===== config.mk =====
export PLATFORM = sky130hd
export DESIGN_NAME = four_channel_led_ramp_dimmer
export DESIGN_NICKNAME = d
export VERILOG_FILES = /design/src/rtl/lrd_pkg.sv /design/src/rtl/lrd_chan.sv /design/src/rtl/four_channel_led_ramp_dimmer.sv
export SDC_FILE = /design/constraint.sdc
export NUM_CORES = 1
export LEC_CHECK = 0
export ABC_AREA = 1
export ABC_CLOCK_PERIOD_IN_PS = 8119
export BUFFER_PORTS_ARGS = -buffer_cell sky130_fd_sc_hd__buf_4
export CORE_MARGIN = 2
export CORE_UTILIZATION = 35
export DETAILED_ROUTE_END_ITERATION = 10
export GPL_TIMING_DRIVEN = 0
export REMOVE_ABC_BUFFERS = 1
export SLEW_MARGIN = 15
export SYNTH_ARGS = -nofsm -noshare
export SYNTH_HDL_FRONTEND = slang
export SYNTH_HIERARCHICAL = 1
export SYNTH_SLANG_ARGS = --single-unit

===== constraint.sdc =====
create_clock -name clk -period 8.12 [get_ports clk]
set_clock_uncertainty 0.05 [all_clocks]
set_input_delay 2.03 -clock clk [delete_from_list [all_inputs] [get_ports clk]]
set_output_delay 2.03 -clock clk [all_outputs]
set_load 0.02 [all_outputs]

===== src/rtl/lrd_pkg.sv =====
package lrd_pkg;

    // Channel slots in the item format, and how many of them are built
    localparam int SLOTS    = 4;
    localparam int CHANNELS = 4;

    localparam int CH_W      = 2;
    localparam int MODE_W    = 2;
    localparam int LEVEL_W   = 8;
    localparam int PERCENT_W = 7;
    localparam int INTV_W    = 16;
    localparam int ELAPSED_W = 17;

    localparam logic [LEVEL_W-1:0]   LEVEL_MAX   = 8'd255;
    localparam logic [ELAPSED_W-1:0] ELAPSED_MAX = 17'h1FFFF;
    localparam logic [INTV_W-1:0]    STEP_INTERVAL_RESET = 16'd3921;

    // Percent scaling: floor(l*100/255) == ((l*100 + 1) * 257) >> 16
    localparam int PCT_PROD_W = 23;
    localparam logic [PCT_PROD_W-1:0] PCT_MUL = 23'd25700;
    localparam logic [PCT_PROD_W-1:0] PCT_ADD = 23'd257;

    typedef enum logic [MODE_W-1:0] {
        MODE_AUTO_OFF = 2'd0,
        MODE_AUTO_ON  = 2'd1,
        MODE_MAN_OFF  = 2'd2,
        MODE_MAN_ON   = 2'd3
    } lrd_mode_t;

    typedef enum logic [1:0] {
        KIND_TICK     = 2'd0,
        KIND_AUTO     = 2'd1,
        KIND_OVERRIDE = 2'd2
    } lrd_kind_t;

    typedef struct packed {
        logic [1:0]        mode;
        logic [CH_W-1:0]   channel;
        logic              turn_on;
        logic [MODE_W-1:0] new_mode_warm_white;
        logic [MODE_W-1:0] new_mode_red;
        logic [MODE_W-1:0] new_mode_cold_white;
        logic [MODE_W-1:0] new_mode_blue;
    } lrd_in_t;

    typedef struct packed {
        logic [LEVEL_W-1:0]   level_warm_white;
        logic [LEVEL_W-1:0]   level_red;
        logic [LEVEL_W-1:0]   level_cold_white;
        logic [LEVEL_W-1:0]   level_blue;
        logic [PERCENT_W-1:0] percent_warm_white;
        logic [PERCENT_W-1:0] percent_red;
        logic [PERCENT_W-1:0] percent_cold_white;
        logic [PERCENT_W-1:0] percent_blue;
        logic [MODE_W-1:0]    mode_warm_white;
        logic [MODE_W-1:0]    mode_red;
        logic [MODE_W-1:0]    mode_cold_white;
        logic [MODE_W-1:0]    mode_blue;
    } lrd_out_t;

    // Per-channel control for one accepted transfer
    typedef struct packed {
        logic              step;
        logic              auto_cmd;
        logic              turn_on;
        logic              override;
        logic [MODE_W-1:0] override_mode;
    } lrd_chan_ctrl_t;

    function automatic logic [PERCENT_W-1:0] lrd_percent(input logic [LEVEL_W-1:0] level);
        logic [PCT_PROD_W-1:0] prod;
        prod = PCT_PROD_W'(level) * PCT_MUL + PCT_ADD;
        return prod[PCT_PROD_W-1:16];
    endfunction

endpackage


===== src/rtl/lrd_chan.sv =====
// One LED channel: mode and brightness registers with step and mode update.
// The outputs show the values after the current control has been applied.
module lrd_chan
    import lrd_pkg::*;
(
    input  logic                 clk,
    input  logic                 rst_n,
    input  lrd_chan_ctrl_t       ctrl,
    output logic [MODE_W-1:0]    mode,
    output logic [LEVEL_W-1:0]   level,
    output logic [PERCENT_W-1:0] percent
);

    lrd_mode_t          mode_reg, mode_next;
    logic [LEVEL_W-1:0] level_reg, level_next;
    logic               is_manual;

    assign is_manual = (mode_reg == MODE_MAN_OFF) || (mode_reg == MODE_MAN_ON);

    // Update mode: override always, automatic command only outside manual modes
    always_comb
    begin
        mode_next = mode_reg;
        if (ctrl.override)
        begin
            mode_next = lrd_mode_t'(ctrl.override_mode);
        end
        else if (ctrl.auto_cmd && !is_manual)
        begin
            mode_next = ctrl.turn_on ? MODE_AUTO_ON : MODE_AUTO_OFF;
        end
    end

    // Step brightness by the current mode
    always_comb
    begin
        level_next = level_reg;
        if (ctrl.step)
        begin
            case (mode_reg)
                MODE_AUTO_ON:
                begin
                    if (level_reg != LEVEL_MAX)
                    begin
                        level_next = level_reg + LEVEL_W'(1);
                    end
                end
                MODE_AUTO_OFF:
                begin
                    if (level_reg != '0)
                    begin
                        level_next = level_reg - LEVEL_W'(1);
                    end
                end
                MODE_MAN_ON:  level_next = LEVEL_MAX;
                default:      level_next = '0;
            endcase
        end
    end

    always_ff @(posedge clk or negedge rst_n)
    begin
        if (!rst_n)
        begin
            mode_reg  <= MODE_AUTO_OFF;
            level_reg <= '0;
        end
        else
        begin
            mode_reg  <= mode_next;
            level_reg <= level_next;
        end
    end

    assign mode    = mode_next;
    assign level   = level_next;
    assign percent = lrd_percent(level_next);

endmodule


===== src/rtl/four_channel_led_ramp_dimmer.sv =====
// Four-channel LED ramp dimmer (warm white, red, cold white, blue). Each accepted
// item (millisecond tick, automatic on/off command, or mode override for all
// channels) yields exactly one result holding every channel's level, percent
// (floor of level*100/255) and mode after the item is applied. One item is
// accepted per clock cycle while in_ready is high; its result is registered in
// the output register, and in_ready stays high as long as that register is
// empty or being drained. The channel and elapsed-count registers update as
// each item is accepted. A step of all channels happens on the tick at which
// the saturating elapsed count exceeds the step interval, after which the count
// restarts from zero. The interval register resets to 3921 and should be written
// only while the block is idle.
module four_channel_led_ramp_dimmer
    import lrd_pkg::*;
(
    input  logic              clk,
    input  logic              rst_n,
    input  logic              in_valid,
    output logic              in_ready,
    input  lrd_in_t           in_data,
    output logic              out_valid,
    input  logic              out_ready,
    output lrd_out_t          out_data,
    input  logic              cfg_valid,
    output logic              cfg_ready,
    input  logic [INTV_W-1:0] cfg_data
);

    logic [INTV_W-1:0]    interval_reg;
    logic [ELAPSED_W-1:0] elapsed_reg, elapsed_next, elapsed_inc;
    logic                 out_valid_reg, out_valid_next;
    lrd_out_t             out_data_reg, out_data_next;

    logic accept, tick, step;

    logic [MODE_W-1:0]    new_mode [SLOTS];
    lrd_chan_ctrl_t       ctrl     [SLOTS];
    logic [MODE_W-1:0]    ch_mode  [SLOTS];
    logic [LEVEL_W-1:0]   ch_level [SLOTS];
    logic [PERCENT_W-1:0] ch_pct   [SLOTS];

    assign in_ready  = !out_valid_reg || out_ready;
    assign accept    = in_valid && in_ready;
    assign cfg_ready = 1'b1;

    // Hold the step interval
    always_ff @(posedge clk or negedge rst_n)
    begin
        if (!rst_n)
        begin
            interval_reg <= STEP_INTERVAL_RESET;
        end
        else if (cfg_valid)
        begin
            interval_reg <= cfg_data;
        end
    end

    // Advance the saturating elapsed count, restart it on a step
    assign tick        = accept && (in_data.mode == KIND_TICK);
    assign elapsed_inc = (elapsed_reg == ELAPSED_MAX) ? elapsed_reg
                                                      : elapsed_reg + ELAPSED_W'(1);
    assign step        = tick && (elapsed_inc > ELAPSED_W'(interval_reg));

    always_comb
    begin
        elapsed_next = elapsed_reg;
        if (step)
        begin
            elapsed_next = '0;
        end
        else if (tick)
        begin
            elapsed_next = elapsed_inc;
        end
    end

    always_ff @(posedge clk or negedge rst_n)
    begin
        if (!rst_n)
        begin
            elapsed_reg <= '0;
        end
        else
        begin
            elapsed_reg <= elapsed_next;
        end
    end

    // Route override modes by slot
    assign new_mode[0] = in_data.new_mode_warm_white;
    assign new_mode[1] = in_data.new_mode_red;
    assign new_mode[2] = in_data.new_mode_cold_white;
    assign new_mode[3] = in_data.new_mode_blue;

    for (genvar s = 0; s < SLOTS; s++)
    begin : g_slot
        if (s < CHANNELS)
        begin : g_live
            always_comb
            begin
                ctrl[s].step          = step;
                ctrl[s].auto_cmd      = accept && (in_data.mode == KIND_AUTO)
                                        && (in_data.channel == CH_W'(s));
                ctrl[s].turn_on       = in_data.turn_on;
                ctrl[s].override      = accept && (in_data.mode == KIND_OVERRIDE);
                ctrl[s].override_mode = new_mode[s];
            end

            lrd_chan u_chan (
                .clk     (clk),
                .rst_n   (rst_n),
                .ctrl    (ctrl[s]),
                .mode    (ch_mode[s]),
                .level   (ch_level[s]),
                .percent (ch_pct[s])
            );
        end
        else
        begin : g_absent
            // Drop commands for channels that are not built, report zero
            assign ctrl[s]     = '0;
            assign ch_mode[s]  = '0;
            assign ch_level[s] = '0;
            assign ch_pct[s]   = '0;
        end
    end

    // Gather the result from the updated channel state
    always_comb
    begin
        out_data_next.level_warm_white   = ch_level[0];
        out_data_next.level_red          = ch_level[1];
        out_data_next.level_cold_white   = ch_level[2];
        out_data_next.level_blue         = ch_level[3];
        out_data_next.percent_warm_white = ch_pct[0];
        out_data_next.percent_red        = ch_pct[1];
        out_data_next.percent_cold_white = ch_pct[2];
        out_data_next.percent_blue       = ch_pct[3];
        out_data_next.mode_warm_white    = ch_mode[0];
        out_data_next.mode_red           = ch_mode[1];
        out_data_next.mode_cold_white    = ch_mode[2];
        out_data_next.mode_blue          = ch_mode[3];
    end

    // Load the result register on an input transfer, clear valid on an output transfer
    always_comb
    begin
        out_valid_next = out_valid_reg;
        if (accept)
        begin
            out_valid_next = 1'b1;
        end
        else if (out_ready)
        begin
            out_valid_next = 1'b0;
        end
    end

    always_ff @(posedge clk or negedge rst_n)
    begin
        if (!rst_n)
        begin
            out_valid_reg <= 1'b0;
        end
        else
        begin
            out_valid_reg <= out_valid_next;
        end
    end

    always_ff @(posedge clk)
    begin
        if (accept)
        begin
            out_data_reg <= out_data_next;
        end
    end

    assign out_valid = out_valid_reg;
    assign out_data  = out_data_reg;

endmodule


==> qor.csv, run 1 <==
stage,metric,value,unit
detailed_routing,wl on met1,16710,um
detailed_routing,drt initial violations,587,
worst_setup_path,Crit Path Max Fanout,39,
clock_network,Clock transition at path regs,0.06,ns
yosys,area share of the leading cell type in the synthesized netlist,14.93,%
timing,period utilisation layout,91.41,%
detailed_routing,wire length on met3,1049,um
clock_network,clk buf depth,2,
yosys,"Distinct cells, synth",61,
grt,pin count of the biggest net entering global routing,75,
timing,RSZ-0062 raised after global routing,false,
worst_setup_path,critical path startpoint category,flop,
yosys,Post-Syn Instances,1959,
detailed_routing,vias,12690,
worst_setup_path,worst reg2reg path depth,42,
timing,Slew headroom,32.59,%
timing,hold slack,0.4476,ns
layout,"commonest non-fill, non-tap cell in the layout",nand2_1,
yosys,Seq cells post-synth,142,
timing,number of setup violations in the final report,0,
timing,fin. max-slew vios,0,
detailed_routing,Total Routed Length,35930,um
layout,Final Instance Area,16820,sq um
timing,Achievable Freq,134.7,MHz
grt,grt ovf,0,
detailed_routing,DRC viols,0,
floorplanning,CORE AREA,41850,sq um
detailed_routing,ANT nets after route,0,
detailed_routing,Avg WL per Cell,13.74,um
layout,P&R area growth vs syn,13.39,%
layout,"commonest cells after routing, fill and taps aside","nand2_1 (439), inv_1 (332), ha_1 (173), nand3_1 (137), nor2_1 (121)",
grt,number of antenna violations at the first check in global routing,0,
grt,vias in the first global route,12900,
placed_design,PortBufs,103,
job,Max-cap violations,0,
floorplanning,row count,75,
placed_design,Area after DPL,16200,sq um
yosys,Avg Inst Size Synth,7.572,sq um
floorplanning,Initial Util,35.44,%
layout,Largest register FFs,68,
detailed_routing,max layer used,met4,
timing,Final WS setup,0.6974,ns
detailed_routing,vias per inst,4.853,
timing,final hold violation count,0,
yosys,Post-synth EDFFs,68,
placed_design,HPWL Detailed,28290,um
worst_setup_path,WP data required,8.28,ns
yosys,Synth Flop Type,edfxtp_1,
grt,gr usage total,17.20,%
placed_design,DP Worst Slack,-0.2268,ns
timing,Slew @ Worst Pin,1.011,ns
yosys,post-synthesis cell area,14830,sq um
min_path,hold depth,2,
clock_network,H-tree levels,4,
worst_setup_path,Crit path arrival time,7.58,ns
layout,nets@finish,2318,
floorplanning,chip height,209.9,um
worst_setup_path,most frequent CP cell,inv_1,
worst_setup_path,CP peak stage delay,0.42,ns
timing,final worst path period need,7.423,ns
detailed_routing,1st-pass router iterations,7,
detailed_routing,met2 routed WL,17350,um
clock_network,insertion delay of the later-clocked pin in the worst-skew pair,0.45,ns
yosys,"Async S/R FF share, synth",52.11,%
clock_network,Post-CTS Setup Repair Bufs,0,
yosys,Synth Warn #,6,
worst_setup_path,Crit. End Element,flop,
floorplanning,DIE AREA,44040,sq um
layout,antenna fix cells,0,
clock_network,Num CTS Buffers,17,
yosys,Area contributors post-synth,"ha_1 (15%), edfxtp_1 (14%), dfrtp_1 (11%), nand2_1 (11%), inv_1 (8.5%)",
clock_network,clock sink count,142,
yosys,register area share after synthesis,26.31,%
clock_network,Clock Tree Root,clkbuf_16,
layout,ratio of cells with drive above 1 in the final layout,15.37,%
clock_network,CTS tree,built,
min_path,Hold/Removal Path Class,reg -> reg,
worst_setup_path,critical path class,reg -> reg,
status,status,"complete, no violations",
yosys,Yosys top cell by area,ha_1,
floorplanning,Die Width,209.9,um
floorplanning,Boundary Pins,105,
placed_design,GP Congestion,0.8767,
grt,first-pass GRT wire length,61690,um
worst_setup_path,Crit-path slowest cell,fa_1,
layout,fin util,40.19,%
area by class of cell:
| class | instances | area [sq um] |
|---|---|---|
| fillers | 4337 | 25030 |
| multi-input cells | 1443 | 9533 |
| flip-flops and latches | 142 | 3904 |
| inverters | 353 | 1339 |
| repair buffers | 106 | 824.5 |
| well taps | 539 | 674.4 |
| clock buffers | 19 | 442.9 |
| clock inverters | 13 | 101.3 |
cells by family after synthesis:
group	Yosys count	share of synthesized area, %
other	1	0.02528
multiplexers	1	0.07591
AND/OR/NAND/NOR	920	29.87
adder cells (fa/ha/maj)	221	20.87
buffers and inverters	374	9.869
XOR/XNOR	62	3.838
AO/OA/AOI/OAI	238	9.144
flip-flops	142	26.31
per-stage QoR:
stage / cells / setup TNS [ns]
global route: 2615 / 0
detailed placement: 2583 / -1.684
finish: 2615 / 0
floorplan: 1938 / 0
CTS: 2615 / 0
global placement: 2580 / -26.54
worst max-delay path, delay by kind of cell (launching register included):
| family | cells | cell delay (ns) |
|---|---|---|
| compound gates | 5 | 0.67 |
| flops | 1 | 0.41 |
| simple gates | 19 | 2.71 |
| xor+xnor | 1 | 0.31 |
| fa+ha+maj | 7 | 2.04 |
| buf+inv | 10 | 0.96 |
cell usage after synthesis (26+ instances only):
master,count
a21oi_1,85
dfrtp_1,67
edfxtp_1,68
fa_1,44
ha_1,177
inv_1,334
nand2_1,439
nand2_2,55
nand3_1,137
nand4_1,26
nor2_1,123
nor3_1,42
o21ai_0,85
xor2_1,55
metal layers:
metal  track usage [%]  up-vias
li1                  -     6575
met1             21.42     5885
met2             30.43      188
met3             2.379       42
met4             5.967        0
met5                 0        -
path summary, 6_finish.rpt:
| kind | startpoint | endpoint | slack [ns] |
|---|---|---|---|
| max | elapsed_reg[1] | out_data[21] | 0.70 |
| min | interval_reg[4] | interval_reg[4] | 0.45 |
| max reg2reg | elapsed_reg[1] | out_data[21] | 0.70 |
| min reg2reg | interval_reg[4] | interval_reg[4] | 0.45 |
| max in group asynchronous | rst_n | elapsed_reg[0] | 5.61 |
| min in group asynchronous | rst_n | g_slot[2].g_live.u_chan/mode_reg[0] | 1.70 |
what timing repair did:
action | in CTS | in global routing
gates resized for setup | 1 | 30
hold buffers | 0 | 0
endpoints found under the setup margin | 2 | 28
Power of run 1 is left out: the tool's default activity adds up to more than one toggle a clock period on the data nets, which glitch-free logic cannot reach.
==> run 2: changes to the inputs <==
--- a/config.mk
+++ b/config.mk
@@ -12,6 +12,7 @@
 export CORE_UTILIZATION = 35
 export DETAILED_ROUTE_END_ITERATION = 10
 export GPL_TIMING_DRIVEN = 0
+export PLACE_DENSITY_LB_ADDON = 0.12
 export REMOVE_ABC_BUFFERS = 1
 export SLEW_MARGIN = 15
 export SYNTH_ARGS = -nofsm -noshare
==> run 2 against run 1 <==
Compared with the run above:
- first-iteration DRC count up 28%
- largest cell class unchanged
- utilization up 0.13 points
- critical path depth up 2
- final cell count about the same
- count of clock-buffer cells in the layout up 1
- via count down 0.11%
- sequential cell count unchanged
- sequential share of layout area down 0.072 points
- register-to-register slack worse by 0.097 ns
- fmax down 1.3%
- highest routed layer unchanged
- global-route usage up 0.21 points
==> qor.csv, run 2 (same netlist as run 1, synthesis figures left out) <==
stage,metric,value,unit,change
timing,final hold violation count,0,,unchanged
worst_setup_path,RR Startpoint,elapsed_reg[1],,unchanged
placed_design,HPWL Detailed,28850,um,was 28290 um
detailed_routing,vias per inst,4.846,,was 4.853
layout,P&R area growth vs syn,13.74,%,was 13.39%
clock_network,cts hold-fix bufs,0,,unchanged
worst_setup_path,r2r setup slk,0.60,ns,was 0.70 ns
timing,Achievable Freq,133.0,MHz,was 134.7 MHz
detailed_routing,ANT nets after route,0,,unchanged
clock_network,insertion delay of the later-clocked pin in the worst-skew pair,0.46,ns,was 0.45 ns
worst_setup_path,critical path startpoint category,flop,,unchanged
detailed_routing,1st-pass router iterations,7,,unchanged
timing,period utilisation layout,92.61,%,was 91.41%
worst_setup_path,WP data required,8.28,ns,about the same
job,Max-cap violations,0,,unchanged
layout,antenna fix cells,0,,unchanged
worst_setup_path,worst reg2reg path depth,44,,was 42
min_path,hold path start,interval_reg[6],,was interval_reg[4]
timing,fin. max-slew vios,0,,unchanged
timing,number of setup violations in the final report,0,,unchanged
floorplanning,chip height,209.9,um,unchanged
clock_network,Clock Tree Root,clkbuf_16,,unchanged
detailed_routing,vias,12680,,was 12.69k
floorplanning,row count,75,,unchanged
timing,final worst path period need,7.520,ns,was 7.423 ns
clock_network,Num CTS Buffers,17,,unchanged
worst_setup_path,most frequent CP cell,nand2_1,,was inv_1
detailed_routing,wl on met1,18740,um,was 16710 um
detailed_routing,drt initial violations,753,,was 587
detailed_routing,Avg WL per Cell,14.08,um,was 13.74 um
clock_network,Clock transition at path regs,0.07,ns,was 0.06 ns
floorplanning,Initial Util,35.44,%,unchanged
detailed_routing,max layer used,met4,,unchanged
placed_design,PortBufs,103,,unchanged
status,status,"complete, no violations",,unchanged
layout,"commonest cells after routing, fill and taps aside","nand2_1 (439), inv_1 (332), ha_1 (175), nand3_1 (137), nor2_1 (122)",,"was nand2_1 (439), inv_1 (332), ha_1 (173), nand3_1 (137), nor2_1 (121)"
detailed_routing,met2 routed WL,16450,um,was 17350 um
floorplanning,Die Width,209.9,um,unchanged
floorplanning,Boundary Pins,105,,unchanged
worst_setup_path,critical path class,reg -> reg,,unchanged
worst_setup_path,Crit Path Max Fanout,28,,was 39
min_path,hold depth,2,,unchanged
clock_network,clk buf depth,2,,unchanged
worst_setup_path,Crit-path slowest cell,fa_1,,unchanged
layout,"commonest non-fill, non-tap cell in the layout",nand2_1,,unchanged
min_path,Hold/Removal Path Class,reg -> reg,,unchanged
worst_setup_path,crit path capture,out_data[28],,was out_data[21]
placed_design,GP Congestion,0.8768,,was 0.8767
timing,hold slack,0.4462,ns,was 0.4476 ns
grt,gr usage total,17.40,%,was 17.20%
layout,nets@finish,2319,,was 2318
grt,number of antenna violations at the first check in global routing,0,,unchanged
worst_setup_path,CP startpoint,elapsed_reg[1],,unchanged
timing,Slew @ Worst Pin,1.018,ns,was 1.011 ns
clock_network,H-tree levels,4,,unchanged
floorplanning,CORE AREA,41850,sq um,unchanged
grt,grt ovf,0,,unchanged
worst_setup_path,CP peak stage delay,0.54,ns,was 0.42 ns
worst_setup_path,Crit path arrival time,7.68,ns,was 7.58 ns
worst_setup_path,Crit. End Element,flop,,unchanged
detailed_routing,Total Routed Length,36830,um,was 35930 um
floorplanning,DIE AREA,44040,sq um,unchanged
detailed_routing,DRC viols,0,,unchanged
layout,fin util,40.31,%,was 40.19%
worst_setup_path,r2r endpoint,out_data[28],,was out_data[21]
grt,first-pass GRT wire length,61690,um,unchanged
clock_network,clock sink count,142,,unchanged
detailed_routing,wire length on met3,1200,um,was 1049 um
clock_network,CTS tree,built,,unchanged
layout,ratio of cells with drive above 1 in the final layout,15.17,%,was 15.37%
grt,vias in the first global route,12270,,was 12.90k
layout,Largest register FFs,68,,unchanged
grt,pin count of the biggest net entering global routing,75,,unchanged
timing,Slew headroom,32.15,%,was 32.59%
-- run 2: layer usage --
metal  global-route usage [%]  vias to the layer above
li1                         -                     6566
met1                    24.20                     5878
met2                    28.23                      204
met3                    2.649                       28
met4                    4.549                        0
met5                        0                        -
-- run 2: area by class of cell --
class	instances	area (sq um)
multi-input combinational	1443	9538
timing repair buffer	107	835.8
inverter	353	1344
clock buffer	20	436.7
fill	4315	24980
clock inverter	12	138.9
tap	539	674.4
sequential	142	3904
-- run 2: through the flow --
stage	cell area (sq um)	instances	worst slack [ns]	setup TNS, ns
detailed placement	16210	2583	-0.5139	-4.506
global placement	16150	2580	-1.189	-27.03
floorplan	14700	1938	0.3264	0
CTS	16790	2615	0.08619	0
finish	16870	2616	0.6003	0
global route	16870	2616	-0.003084	-0.003084
-- run 2: worst max-delay path, delay by kind of cell (launching register included) --
family | cells | cell delay (ns)
flops | 1 | 0.43
buf+inv | 9 | 0.80
fa+ha+maj | 7 | 2.41
xor+xnor | 1 | 0.24
simple gates | 22 | 2.51
compound gates | 5 | 0.79
-- run 2: repair_timing --
action,CTS,global route
resized for setup,4,25
pin swaps,0,1
buffers inserted,0,1
setup endpoints to repair,13,28
-- run 2: worst min path at each step --
stage	end
4_1_cts	interval_reg[6]
3_3_place_gp	interval_reg[4]
5_1_grt	interval_reg[6]
3_5_place_dp	interval_reg[6]
2_1_floorplan	interval_reg[10]
6_report	interval_reg[6]
Power of run 2 is left out for the same reason.
